### config.mk
export PLATFORM = sky130hd
export DESIGN_NAME = timer_priority_queue_top_flat
export DESIGN_NICKNAME = d
export VERILOG_FILES = /design/src/tpq_pkg.sv /design/src/tpq_if.sv /design/src/timer_priority_queue_top.sv /design/src/tpq_ram.sv /design/src/tpq_core.sv /design/src/flat_wrapper.sv
export SDC_FILE = /design/constraint.sdc
export NUM_CORES = 2
export LEC_CHECK = 0
export BUFFER_PORTS_ARGS = -buffer_cell sky130_fd_sc_hd__buf_4
export CAP_MARGIN = 15
export CORE_ASPECT_RATIO = 0.7
export CORE_MARGIN = 1.5
export CORE_UTILIZATION = 45
export CTS_BUF_LIST = sky130_fd_sc_hd__clkbuf_8
export CTS_CLUSTER_DIAMETER = 150
export DETAILED_ROUTE_END_ITERATION = 10
export PLACE_DENSITY = 0.59
export REMOVE_ABC_BUFFERS = 1
export SYNTH_ARGS = -nofsm -noshare
export SYNTH_HDL_FRONTEND = slang
export SYNTH_SLANG_ARGS = --single-unit
export TNS_END_PERCENT = 100
### constraint.sdc
create_clock -name clk -period 29.9 [get_ports clk]
set_input_delay 1.495 -clock clk [delete_from_list [all_inputs] [get_ports clk]]
set_output_delay 1.495 -clock clk [all_outputs]
set_load 0.05 [all_outputs]
### src/tpq_pkg.sv
// shared types, codes and helpers of the timer priority queue
package tpq_pkg;

  localparam logic [1:0] ACT_SCHED   = 2'd0;
  localparam logic [1:0] ACT_CANCEL  = 2'd1;
  localparam logic [1:0] ACT_PROCESS = 2'd2;

  localparam logic [2:0] KIND_GRANT  = 3'd0;
  localparam logic [2:0] KIND_CANCEL = 3'd1;
  localparam logic [2:0] KIND_FIRE   = 3'd2;
  localparam logic [2:0] KIND_DONE   = 3'd3;
  localparam logic [2:0] KIND_FULL   = 3'd4;

  typedef struct packed {
    logic [31:0] fire;
    logic [31:0] ival;
    logic [31:0] id;
    logic        canc;
  } entry_t;

  localparam int EntryW = $bits(entry_t);

  typedef struct packed {
    logic        valid;
    logic [2:0]  kind;
    logic [31:0] handle;
    logic        found;
    logic [5:0]  fired_count;
    logic        more_pending;
    logic [4:0]  occupancy;
    logic [31:0] next_delay;
    logic        last;
  } emit_t;

  function automatic logic entry_before(entry_t a, entry_t b);
    logic r;
    if (a.fire != b.fire) r = a.fire < b.fire;
    else r = a.id < b.id;
    return r;
  endfunction

endpackage

### src/tpq_if.sv
// request and result channel interfaces

interface tpq_in_if;
  logic        valid;
  logic        ready;
  logic [1:0]  action;
  logic [31:0] time_value;
  logic [31:0] repeat_interval;
  logic [31:0] timer_id;
  modport source (output valid, action, time_value, repeat_interval, timer_id, input ready);
  modport sink (input valid, action, time_value, repeat_interval, timer_id, output ready);
endinterface

interface tpq_out_if;
  logic        valid;
  logic        ready;
  logic [2:0]  kind;
  logic [31:0] handle;
  logic        found;
  logic [5:0]  fired_count;
  logic        more_pending;
  logic [4:0]  occupancy;
  logic [31:0] next_delay;
  logic        last;
  modport source (output valid, kind, handle, found, fired_count, more_pending, occupancy,
                  next_delay, last, input ready);
  modport sink (input valid, kind, handle, found, fired_count, more_pending, occupancy,
                next_delay, last, output ready);
endinterface

### src/timer_priority_queue_top.sv
// timer priority queue top level with result register
// schedule: one ram read per heap level on sift-up
// cancel: scans the entries in ram order, then pops cancelled entries off the top
// process: fires or drops due entries from the top, restoring the heap by sift-down
// one request at a time; the result register frees the sequencer while a result waits
// reset clears occupancy and the handle counter; the entry ram is not cleared
module timer_priority_queue_top #(
  parameter int CAPACITY  = 16,
  parameter int MAX_FIRES = 63
) (
  input  logic       clk,
  input  logic       rst_n,
  tpq_in_if.sink     in_ch,
  tpq_out_if.source  out_ch
);

  tpq_pkg::emit_t emit;
  tpq_pkg::emit_t out_r;
  logic           slot_free;

  assign slot_free = !out_r.valid || out_ch.ready;

  tpq_core #(.CAPACITY(CAPACITY), .MAX_FIRES(MAX_FIRES)) u_core (
    .clk(clk), .rst_n(rst_n), .in_ch(in_ch), .emit(emit), .slot_free(slot_free)
  );

  always_ff @(posedge clk) begin
    if (!rst_n) begin
      out_r.valid <= 1'b0;
    end else if (slot_free) begin
      out_r.valid <= emit.valid;
    end
    if (slot_free && emit.valid) begin
      out_r.kind         <= emit.kind;
      out_r.handle       <= emit.handle;
      out_r.found        <= emit.found;
      out_r.fired_count  <= emit.fired_count;
      out_r.more_pending <= emit.more_pending;
      out_r.occupancy    <= emit.occupancy;
      out_r.next_delay   <= emit.next_delay;
      out_r.last         <= emit.last;
    end
  end

  assign out_ch.valid        = out_r.valid;
  assign out_ch.kind         = out_r.kind;
  assign out_ch.handle       = out_r.handle;
  assign out_ch.found        = out_r.found;
  assign out_ch.fired_count  = out_r.fired_count;
  assign out_ch.more_pending = out_r.more_pending;
  assign out_ch.occupancy    = out_r.occupancy;
  assign out_ch.next_delay   = out_r.next_delay;
  assign out_ch.last         = out_r.last;

endmodule

### src/tpq_ram.sv
// generic single-port-write ram with registered read
module tpq_ram #(
  parameter int WIDTH = 8,
  parameter int DEPTH = 16
) (
  input  logic                     clk,
  input  logic                     we,
  input  logic [$clog2(DEPTH)-1:0] waddr,
  input  logic [WIDTH-1:0]         wdata,
  input  logic [$clog2(DEPTH)-1:0] raddr,
  output logic [WIDTH-1:0]         rdata
);

  logic [WIDTH-1:0] mem [DEPTH];

  always_ff @(posedge clk) begin
    if (we) mem[waddr] <= wdata;
    rdata <= mem[raddr];
  end

endmodule

### src/tpq_core.sv
// heap sequencer: schedule, cancel and process over the entry ram
module tpq_core #(
  parameter int CAPACITY  = 16,
  parameter int MAX_FIRES = 63
) (
  input  logic          clk,
  input  logic          rst_n,
  tpq_in_if.sink        in_ch,
  output tpq_pkg::emit_t emit,
  input  logic          slot_free
);

  localparam int AW = $clog2(CAPACITY);
  localparam int CW = $clog2(CAPACITY + 1);

  typedef enum logic [12:0] {
    S_IDLE   = 13'b0000000000001,
    S_SU     = 13'b0000000000010,
    S_SU_CMP = 13'b0000000000100,
    S_SD     = 13'b0000000001000,
    S_SD_R   = 13'b0000000010000,
    S_SD_CMP = 13'b0000000100000,
    S_POP    = 13'b0000001000000,
    S_POP_W  = 13'b0000010000000,
    S_CN_RD  = 13'b0000100000000,
    S_CN_CHK = 13'b0001000000000,
    S_CN_POP = 13'b0010000000000,
    S_PR_CHK = 13'b0100000000000,
    S_EMIT   = 13'b1000000000000
  } state_t;

  state_t          state_r, state_nxt;
  logic [1:0]      op_r, op_nxt;
  logic [31:0]     tv_r, tv_nxt;
  logic [31:0]     tid_r, tid_nxt;
  logic [CW-1:0]   cnt_r, cnt_nxt;
  logic [31:0]     hnd_r, hnd_nxt;
  logic [AW-1:0]   idx_r, idx_nxt;
  tpq_pkg::entry_t cur_r, cur_nxt;
  tpq_pkg::entry_t lch_r, lch_nxt;
  logic            rv_r, rv_nxt;
  logic [5:0]      fires_r, fires_nxt;
  logic            more_r, more_nxt;
  logic            pend_r, pend_nxt;
  logic [2:0]      ekind_r, ekind_nxt;
  logic [31:0]     ehandle_r, ehandle_nxt;
  logic            efound_r, efound_nxt;
  tpq_pkg::entry_t top_r;

  logic                 we;
  logic [AW-1:0]        waddr, raddr;
  tpq_pkg::entry_t      wdata, rd;
  logic [tpq_pkg::EntryW-1:0] rdata;

  logic [CW:0]   lidx, ridx;
  logic [AW-1:0] pidx;
  logic [CW-1:0] idx_inc;
  logic [32:0]   sat_sum;
  logic          take_l, take_r;
  state_t        sd_done;

  tpq_ram #(.WIDTH(tpq_pkg::EntryW), .DEPTH(CAPACITY)) u_ram (
    .clk(clk), .we(we), .waddr(waddr), .wdata(wdata), .raddr(raddr), .rdata(rdata)
  );

  assign rd      = tpq_pkg::entry_t'(rdata);
  assign lidx    = {(CW + 1 - AW)'(0), idx_r} + {(CW + 1 - AW)'(0), idx_r} + (CW + 1)'(1);
  assign ridx    = lidx + (CW + 1)'(1);
  assign pidx    = (idx_r - AW'(1)) >> 1;
  assign idx_inc = CW'(idx_r) + CW'(1);
  assign sat_sum = {1'b0, top_r.fire} + {1'b0, top_r.ival};
  assign in_ch.ready = (state_r == S_IDLE);

  always_comb begin
    take_l = tpq_pkg::entry_before(lch_r, cur_r);
    take_r = rv_r && tpq_pkg::entry_before(rd, take_l ? lch_r : cur_r);
  end

  always_comb begin
    state_nxt = state_r; op_nxt = op_r; tv_nxt = tv_r; tid_nxt = tid_r;
    cnt_nxt = cnt_r; hnd_nxt = hnd_r; idx_nxt = idx_r; cur_nxt = cur_r;
    lch_nxt = lch_r; rv_nxt = rv_r; fires_nxt = fires_r; more_nxt = more_r;
    pend_nxt = pend_r; ekind_nxt = ekind_r; ehandle_nxt = ehandle_r;
    efound_nxt = efound_r;
    we = 1'b0; waddr = idx_r; wdata = cur_r; raddr = idx_r;
    if (op_r == tpq_pkg::ACT_CANCEL) sd_done = S_CN_POP;
    else if (pend_r) sd_done = S_EMIT;
    else sd_done = S_PR_CHK;
    unique case (state_r)
      S_IDLE: begin
        if (in_ch.valid) begin
          op_nxt = in_ch.action; tv_nxt = in_ch.time_value; tid_nxt = in_ch.timer_id;
          efound_nxt = 1'b0; fires_nxt = '0; more_nxt = 1'b0; pend_nxt = 1'b0;
          ehandle_nxt = '0; idx_nxt = '0;
          case (in_ch.action)
            tpq_pkg::ACT_SCHED: begin
              if (cnt_r >= CW'(CAPACITY)) begin
                ekind_nxt = tpq_pkg::KIND_FULL; state_nxt = S_EMIT;
              end else begin
                cur_nxt = '{fire: in_ch.time_value, ival: in_ch.repeat_interval,
                            id: hnd_r, canc: 1'b0};
                ehandle_nxt = hnd_r; hnd_nxt = hnd_r + 32'd1;
                idx_nxt = cnt_r[AW-1:0]; cnt_nxt = cnt_r + CW'(1);
                ekind_nxt = tpq_pkg::KIND_GRANT; state_nxt = S_SU;
              end
            end
            tpq_pkg::ACT_CANCEL: begin
              ekind_nxt = tpq_pkg::KIND_CANCEL;
              state_nxt = (cnt_r == '0) ? S_EMIT : S_CN_RD;
            end
            tpq_pkg::ACT_PROCESS: state_nxt = S_PR_CHK;
            default: begin
              ekind_nxt = tpq_pkg::KIND_DONE; state_nxt = S_EMIT;
            end
          endcase
        end
      end
      S_SU: begin
        if (idx_r == '0) begin
          we = 1'b1; state_nxt = S_EMIT;
        end else begin
          raddr = pidx; state_nxt = S_SU_CMP;
        end
      end
      S_SU_CMP: begin
        we = 1'b1;
        if (tpq_pkg::entry_before(cur_r, rd)) begin
          wdata = rd; idx_nxt = pidx; state_nxt = S_SU;
        end else begin
          state_nxt = S_EMIT;
        end
      end
      S_SD: begin
        if (lidx >= (CW + 1)'(cnt_r)) begin
          we = 1'b1; state_nxt = sd_done;
        end else begin
          raddr = lidx[AW-1:0]; state_nxt = S_SD_R;
        end
      end
      S_SD_R: begin
        lch_nxt = rd;
        rv_nxt = ridx < (CW + 1)'(cnt_r);
        raddr = ridx[AW-1:0];
        state_nxt = S_SD_CMP;
      end
      S_SD_CMP: begin
        we = 1'b1;
        if (take_r) begin
          wdata = rd; idx_nxt = ridx[AW-1:0]; state_nxt = S_SD;
        end else if (take_l) begin
          wdata = lch_r; idx_nxt = lidx[AW-1:0]; state_nxt = S_SD;
        end else begin
          state_nxt = sd_done;
        end
      end
      S_POP: begin
        cnt_nxt = cnt_r - CW'(1);
        raddr = AW'(cnt_r - CW'(1));
        state_nxt = (cnt_r == CW'(1)) ? sd_done : S_POP_W;
      end
      S_POP_W: begin
        cur_nxt = rd; idx_nxt = '0; state_nxt = S_SD;
      end
      S_CN_RD: state_nxt = S_CN_CHK;
      S_CN_CHK: begin
        if (!rd.canc && rd.id == tid_r) begin
          we = 1'b1; wdata = rd; wdata.canc = 1'b1;
          efound_nxt = 1'b1; state_nxt = S_CN_POP;
        end else if (idx_inc == cnt_r) begin
          state_nxt = S_EMIT;
        end else begin
          idx_nxt = idx_inc[AW-1:0]; state_nxt = S_CN_RD;
        end
      end
      S_CN_POP: state_nxt = (cnt_r != '0 && top_r.canc) ? S_POP : S_EMIT;
      S_PR_CHK: begin
        pend_nxt = 1'b0;
        if (cnt_r != '0 && top_r.fire <= tv_r) begin
          if (top_r.canc) begin
            state_nxt = S_POP;
          end else if (fires_r >= 6'(MAX_FIRES)) begin
            more_nxt = 1'b1; ekind_nxt = tpq_pkg::KIND_DONE; ehandle_nxt = '0;
            state_nxt = S_EMIT;
          end else begin
            ehandle_nxt = top_r.id; fires_nxt = fires_r + 6'd1;
            ekind_nxt = tpq_pkg::KIND_FIRE; pend_nxt = 1'b1;
            if (top_r.ival != '0) begin
              cur_nxt = top_r;
              cur_nxt.fire = sat_sum[32] ? '1 : sat_sum[31:0];
              idx_nxt = '0; state_nxt = S_SD;
            end else begin
              state_nxt = S_POP;
            end
          end
        end else begin
          ekind_nxt = tpq_pkg::KIND_DONE; ehandle_nxt = '0; state_nxt = S_EMIT;
        end
      end
      S_EMIT: begin
        if (slot_free) state_nxt = (ekind_r == tpq_pkg::KIND_FIRE) ? S_PR_CHK : S_IDLE;
      end
      default: state_nxt = S_IDLE;
    endcase
  end

  always_comb begin
    emit.valid        = (state_r == S_EMIT);
    emit.kind         = ekind_r;
    emit.handle       = ehandle_r;
    emit.found        = efound_r;
    emit.fired_count  = (ekind_r == tpq_pkg::KIND_DONE) ? fires_r : 6'd0;
    emit.more_pending = (ekind_r == tpq_pkg::KIND_DONE) && more_r;
    emit.occupancy    = 5'(cnt_r);
    if (cnt_r == '0 || top_r.canc) emit.next_delay = '1;
    else if (top_r.fire > tv_r) emit.next_delay = top_r.fire - tv_r;
    else emit.next_delay = '0;
    emit.last         = (ekind_r != tpq_pkg::KIND_FIRE);
  end

  always_ff @(posedge clk) begin
    if (!rst_n) begin
      state_r <= S_IDLE;
      cnt_r   <= '0;
      hnd_r   <= '0;
      fires_r <= '0;
    end else begin
      state_r <= state_nxt;
      cnt_r   <= cnt_nxt;
      hnd_r   <= hnd_nxt;
      fires_r <= fires_nxt;
    end
    op_r <= op_nxt; tv_r <= tv_nxt; tid_r <= tid_nxt; idx_r <= idx_nxt;
    cur_r <= cur_nxt; lch_r <= lch_nxt; rv_r <= rv_nxt;
    more_r <= more_nxt; pend_r <= pend_nxt; ekind_r <= ekind_nxt;
    ehandle_r <= ehandle_nxt; efound_r <= efound_nxt;
    if (we && waddr == '0) top_r <= wdata;
  end

`ifndef NO_ASSERTIONS
  a_cnt_cap: assert property (@(posedge clk) disable iff (!rst_n)
    cnt_r <= CW'(CAPACITY)) else $error("occupancy beyond capacity");
  a_fire_cap: assert property (@(posedge clk) disable iff (!rst_n)
    fires_r <= 6'(MAX_FIRES)) else $error("fire count beyond cap");
  a_idle_nowr: assert property (@(posedge clk) disable iff (!rst_n)
    state_r == S_IDLE |-> !we) else $error("ram write while idle");
  a_req_busy: assert property (@(posedge clk) disable iff (!rst_n)
    in_ch.valid && in_ch.ready |=> state_r != S_IDLE) else $error("request dropped");
`endif

endmodule

### src/flat_wrapper.sv
// flat-port wrapper written by rule: the top's interface ports become plain ports
module timer_priority_queue_top_flat 
#(
  parameter int CAPACITY  = 16,
  parameter int MAX_FIRES = 63
)
  (clk, rst_n, in_ch_valid, in_ch_action, in_ch_time_value, in_ch_repeat_interval, in_ch_timer_id, in_ch_ready, out_ch_valid, out_ch_kind, out_ch_handle, out_ch_found, out_ch_fired_count, out_ch_more_pending, out_ch_occupancy, out_ch_next_delay, out_ch_last, out_ch_ready);
  tpq_in_if in_ch_i ();
  tpq_out_if out_ch_i ();
  input  logic clk;
  input  logic rst_n;
  input wire logic [$bits(in_ch_i.valid)-1:0] in_ch_valid;
  input wire logic [$bits(in_ch_i.action)-1:0] in_ch_action;
  input wire logic [$bits(in_ch_i.time_value)-1:0] in_ch_time_value;
  input wire logic [$bits(in_ch_i.repeat_interval)-1:0] in_ch_repeat_interval;
  input wire logic [$bits(in_ch_i.timer_id)-1:0] in_ch_timer_id;
  output wire logic [$bits(in_ch_i.ready)-1:0] in_ch_ready;
  output wire logic [$bits(out_ch_i.valid)-1:0] out_ch_valid;
  output wire logic [$bits(out_ch_i.kind)-1:0] out_ch_kind;
  output wire logic [$bits(out_ch_i.handle)-1:0] out_ch_handle;
  output wire logic [$bits(out_ch_i.found)-1:0] out_ch_found;
  output wire logic [$bits(out_ch_i.fired_count)-1:0] out_ch_fired_count;
  output wire logic [$bits(out_ch_i.more_pending)-1:0] out_ch_more_pending;
  output wire logic [$bits(out_ch_i.occupancy)-1:0] out_ch_occupancy;
  output wire logic [$bits(out_ch_i.next_delay)-1:0] out_ch_next_delay;
  output wire logic [$bits(out_ch_i.last)-1:0] out_ch_last;
  input wire logic [$bits(out_ch_i.ready)-1:0] out_ch_ready;
  assign in_ch_i.valid = in_ch_valid;
  assign in_ch_i.action = in_ch_action;
  assign in_ch_i.time_value = in_ch_time_value;
  assign in_ch_i.repeat_interval = in_ch_repeat_interval;
  assign in_ch_i.timer_id = in_ch_timer_id;
  assign in_ch_ready = in_ch_i.ready;
  assign out_ch_valid = out_ch_i.valid;
  assign out_ch_kind = out_ch_i.kind;
  assign out_ch_handle = out_ch_i.handle;
  assign out_ch_found = out_ch_i.found;
  assign out_ch_fired_count = out_ch_i.fired_count;
  assign out_ch_more_pending = out_ch_i.more_pending;
  assign out_ch_occupancy = out_ch_i.occupancy;
  assign out_ch_next_delay = out_ch_i.next_delay;
  assign out_ch_last = out_ch_i.last;
  assign out_ch_i.ready = out_ch_ready;
  timer_priority_queue_top #(.CAPACITY(CAPACITY), .MAX_FIRES(MAX_FIRES)) u_core (.clk(clk), .rst_n(rst_n), .in_ch(in_ch_i), .out_ch(out_ch_i));
endmodule
==> metrics <==
Setup crit start kind=register; Mapped Area=92800 µm²; Max Freq=111 MHz; Max Clock Skew=0.0712 ns; DRT Pass-1 Iters=5; 1st-iter DRT viols=5993; multi-input logic area=29100 µm²; routed len/inst=27.9 µm; Vias=54433; post-synthesis cell count=6062; global-route wire length before repair=375 mm; Max stage delay on crit path=0.82 ns; CP Data Arrival Time=9.67 ns; slowest CP cell=nand2_1; NumNets Final=6767; worst hold path class=register to register; largest net degree at the start of global routing=144; crit path capture=u_core.u_core.u_ram.mem[2][34]; MaxCap Viol Count=0; Yosys reg bits=2090; Synth Warn #=0; CTS tree=built; Die Y=383 µm; Avg Inst Size Synth=15.3 µm²; GRT busiest layer=met1; FF-to-FF End=u_core.u_core.u_ram.mem[2][34]; antenna violations before repair=7; gr ovfl total=0; met2 Usage GRT=35.9%; vias in the first global route=52488; worst vdd ir=64.4 µV; Max Buffers Root-to-Sink=4; slew margin rel.=23.2%; unrepaired setup endpoints after global routing=no; Power per Cell Area=78.3 nW/µm²; Final Slew Violations=0; CTS clock-pin slew for the worst setup and hold paths=0.07 ns; hold buffers post-CTS=0; Synth async-reset ratio=0%; CP max FO=67; ys flop type=edfxtp_1; Core Area=205000 µm²; R2R Path Start=u_core.u_core.cur_r[96]; CP Class=register to register; Die X=546 µm; CP top delay family=simple AND/OR/NAND/NOR gates; final antenna-violating net count=0; highest-count cells in the layout ignoring fill and taps=1936 x edfxtp_1, 1461 x mux2i_1, 381 x clkbuf_8; HPWL Detailed=155 mm; Hold WS=0.412 ns; Req. time, crit path=30.53 ns; FP Rows=139; total CTS buffers=336; fin crit share=30.2%; initial core utilization=45.3%; Worst-Skew Late Latency=0.96 ns; Max H-tree Level=5; Stages on worst setup path=21; gpl congestion=0.918; setup TNS=0 ns; Die ar.=209000 µm²; r2r setup slk=20.86 ns; # fillers=17316; WP buf/inv=3; routing usage on met1=37.9%; Leakage=40.7 nW; Setup crit start=u_core.u_core.cur_r[96]; CTS resizes=0; clock tree root buffer cell=clkbuf_8; Post-synth EDFFs=1936; Final Hold Vio Count=0; commonest non-fill, non-tap cell in the layout=edfxtp_1; Tmin final=9.04 ns; Area Growth Syn to Fin=11.7%; number of post-CTS setup repair buffers=0; cell count after placement=8802; I/O pin cnt=185; drt via density=5.78; Synth cell types=83; Port Buffers=184; layout cells sized above 1=12.0%; register area=61200 µm²; status=finished, final reports clean; Seq/Total Area, Yosys=66.0%; grt met3 use=4.32%; CP endpoint kind=register; final setup violation count=0; Worst-Margin Slew=1.15 ns; drt total wl=263 mm; Finished Layout Cells=9420; Worst R2R Path Depth=21; total clock sinks=2090; total global-route track usage=24.6%; ordered list of cells on the worst path=inv_1 > ha_1 > nand4_1 > nor4_1 > nand4_1 > a211oi_1 > or2_4 > buf_4 > a21oi_1 > ha_1 > nand4_1 > or3_1 > nor4_1 > o211a_1 > a2111oi_0 > o31a_1 > nor4_1 > o211ai_1 > buf_4 > nand2_1 > a221o_1; Post-route DRC=0
## state kept, by name, summed over array words and instances, names as in the netlist, 6 cells and up
register,flops
u_core.u_core.u_ram.mem,1520
u_core.u_core.cur_r,97
u_core.u_core.lch_r,97
u_core.u_core.u_ram.rdata,97
u_core.out_ch.handle,32
u_core.out_ch.next_delay,32
u_core.u_core.ehandle_r,32
u_core.u_core.hnd_r,32
u_core.u_core.tid_r,32
u_core.u_core.top_r,32
u_core.u_core.tv_r,32
u_core.u_core.state_r,13
u_core.out_ch.fired_count,6
u_core.u_core.fires_r,6
## power breakdown
group | total (W) | internal [W] | switching (W)
sequential | 0.00357 | 0.00337 | 0.000204
combinational | 0.00204 | 0.000868 | 0.00118
clock | 0.00249 | 0.00133 | 0.00116
total | 0.00811 | 0.00557 | 0.00254
## cell type report
cell class / instances / share of cell area [%]
clock buffer: 380 / 5.05
multi-input combinational: 3470 / 28.1
sequential: 2090 / 59.1
antenna: 5 / 0.0121
timing repair buffer: 279 / 2.14
clock inverter: 232 / 1.46
tap: 2749 / 3.32
inverter: 215 / 0.783
## layer usage
| layer | vias up | wire [µm] |
|---|---|---|
| met2 | 2099 | 113000 |
| met5 | - | 12 |
| met3 | 359 | 19500 |
| li1 | 24223 | - |
| met1 | 27750 | 126000 |
| met4 | 2 | 5660 |
## worst register-to-register path, stage by stage (launching register included)
cell and delay, ns:
edfxtp_1 0.35, inv_1 0.07, ha_1 0.33, nand4_1 0.21
nor4_1 0.62, nand4_1 0.33, a211oi_1 0.46, or2_4 0.69
buf_4 0.69, a21oi_1 0.29, ha_1 0.36, nand4_1 0.13
or3_1 0.45, nor4_1 0.40, o211a_1 0.24, a2111oi_0 0.06
o31a_1 0.18, nor4_1 0.65, o211ai_1 0.37, buf_4 0.37
nand2_1 0.86, a221o_1 0.62
## per-stage QoR
| stage | setup WS, ns | util, % | total power, W | area (µm²) |
|---|---|---|---|---|
| floorplan | -18.47 | - | 0.00751 | 91000 |
| global placement | 21.29 | 47.3 | 0.00563 | 96800 |
| detailed placement | 21.10 | 47.3 | 0.00564 | 96800 |
| CTS | 21.07 | 50.5 | 0.00814 | 104000 |
| global route | 20.39 | 50.6 | 0.00844 | 104000 |
| finish | 20.86 | 50.6 | 0.00811 | 104000 |
## kinds of logic (layout without fill, tap and decap cells)
| group | count (synthesis) | after routing | synth area share [%] |
|---|---|---|---|
| XOR/XNOR | 129 | 129 | 1.22 |
| AO/OA/AOI/OAI | 860 | 860 | 6.49 |
| multiplexers | 1465 | 1465 | 15.8 |
| flip-flops | 2090 | 2090 | 66.0 |
| adder cells (fa/ha/maj) | 273 | 273 | 3.70 |
| other | 0 | 5 | 0 |
| buffers and inverters | 502 | 1106 | 2.79 |
| AND/OR/NAND/NOR | 743 | 743 | 3.99 |
## cells in the mapped netlist (all sizes together), types with 44 or more instances
| cell | instances | area share [%] |
|---|---|---|
| inv | 213 | 0.86 |
| xor2 | 44 | 0.42 |
| nand3 | 51 | 0.28 |
| and3 | 48 | 0.32 |
| nor2 | 147 | 0.59 |
| ha | 271 | 3.7 |
| edfxtp | 1936 | 63 |
| nand4 | 55 | 0.37 |
| a22oi | 70 | 0.57 |
| and2 | 52 | 0.35 |
| a21oi | 215 | 1.2 |
| a221o | 64 | 0.69 |
| xnor2 | 85 | 0.80 |
| buf | 176 | 1.5 |
| dfxtp | 154 | 3.3 |
| clkbuf | 111 | 0.45 |
| o32ai | 62 | 0.59 |
| mux2i | 1461 | 16 |
| o21ai | 112 | 0.60 |
| nand2 | 234 | 0.95 |
| a21o | 120 | 0.97 |
## worst min path at each step
stage	startpoint	to	slack (ns)	cells after the start
final	u_core.u_core.ehandle_r[13]	u_core.out_ch.handle[13]	0.41	0
after detailed placement	u_core.u_core.ehandle_r[29]	u_core.out_ch.handle[29]	0.40	0
after CTS	u_core.u_core.ehandle_r[13]	u_core.out_ch.handle[13]	0.41	0
after global placement	u_core.u_core.ehandle_r[11]	u_core.out_ch.handle[11]	0.41	0
after global routing	u_core.u_core.ehandle_r[13]	u_core.out_ch.handle[13]	0.41	0
after floorplan	u_core.u_core.efound_r	u_core.out_ch.found	0.40	0
(Power assumes the default switching activity.)
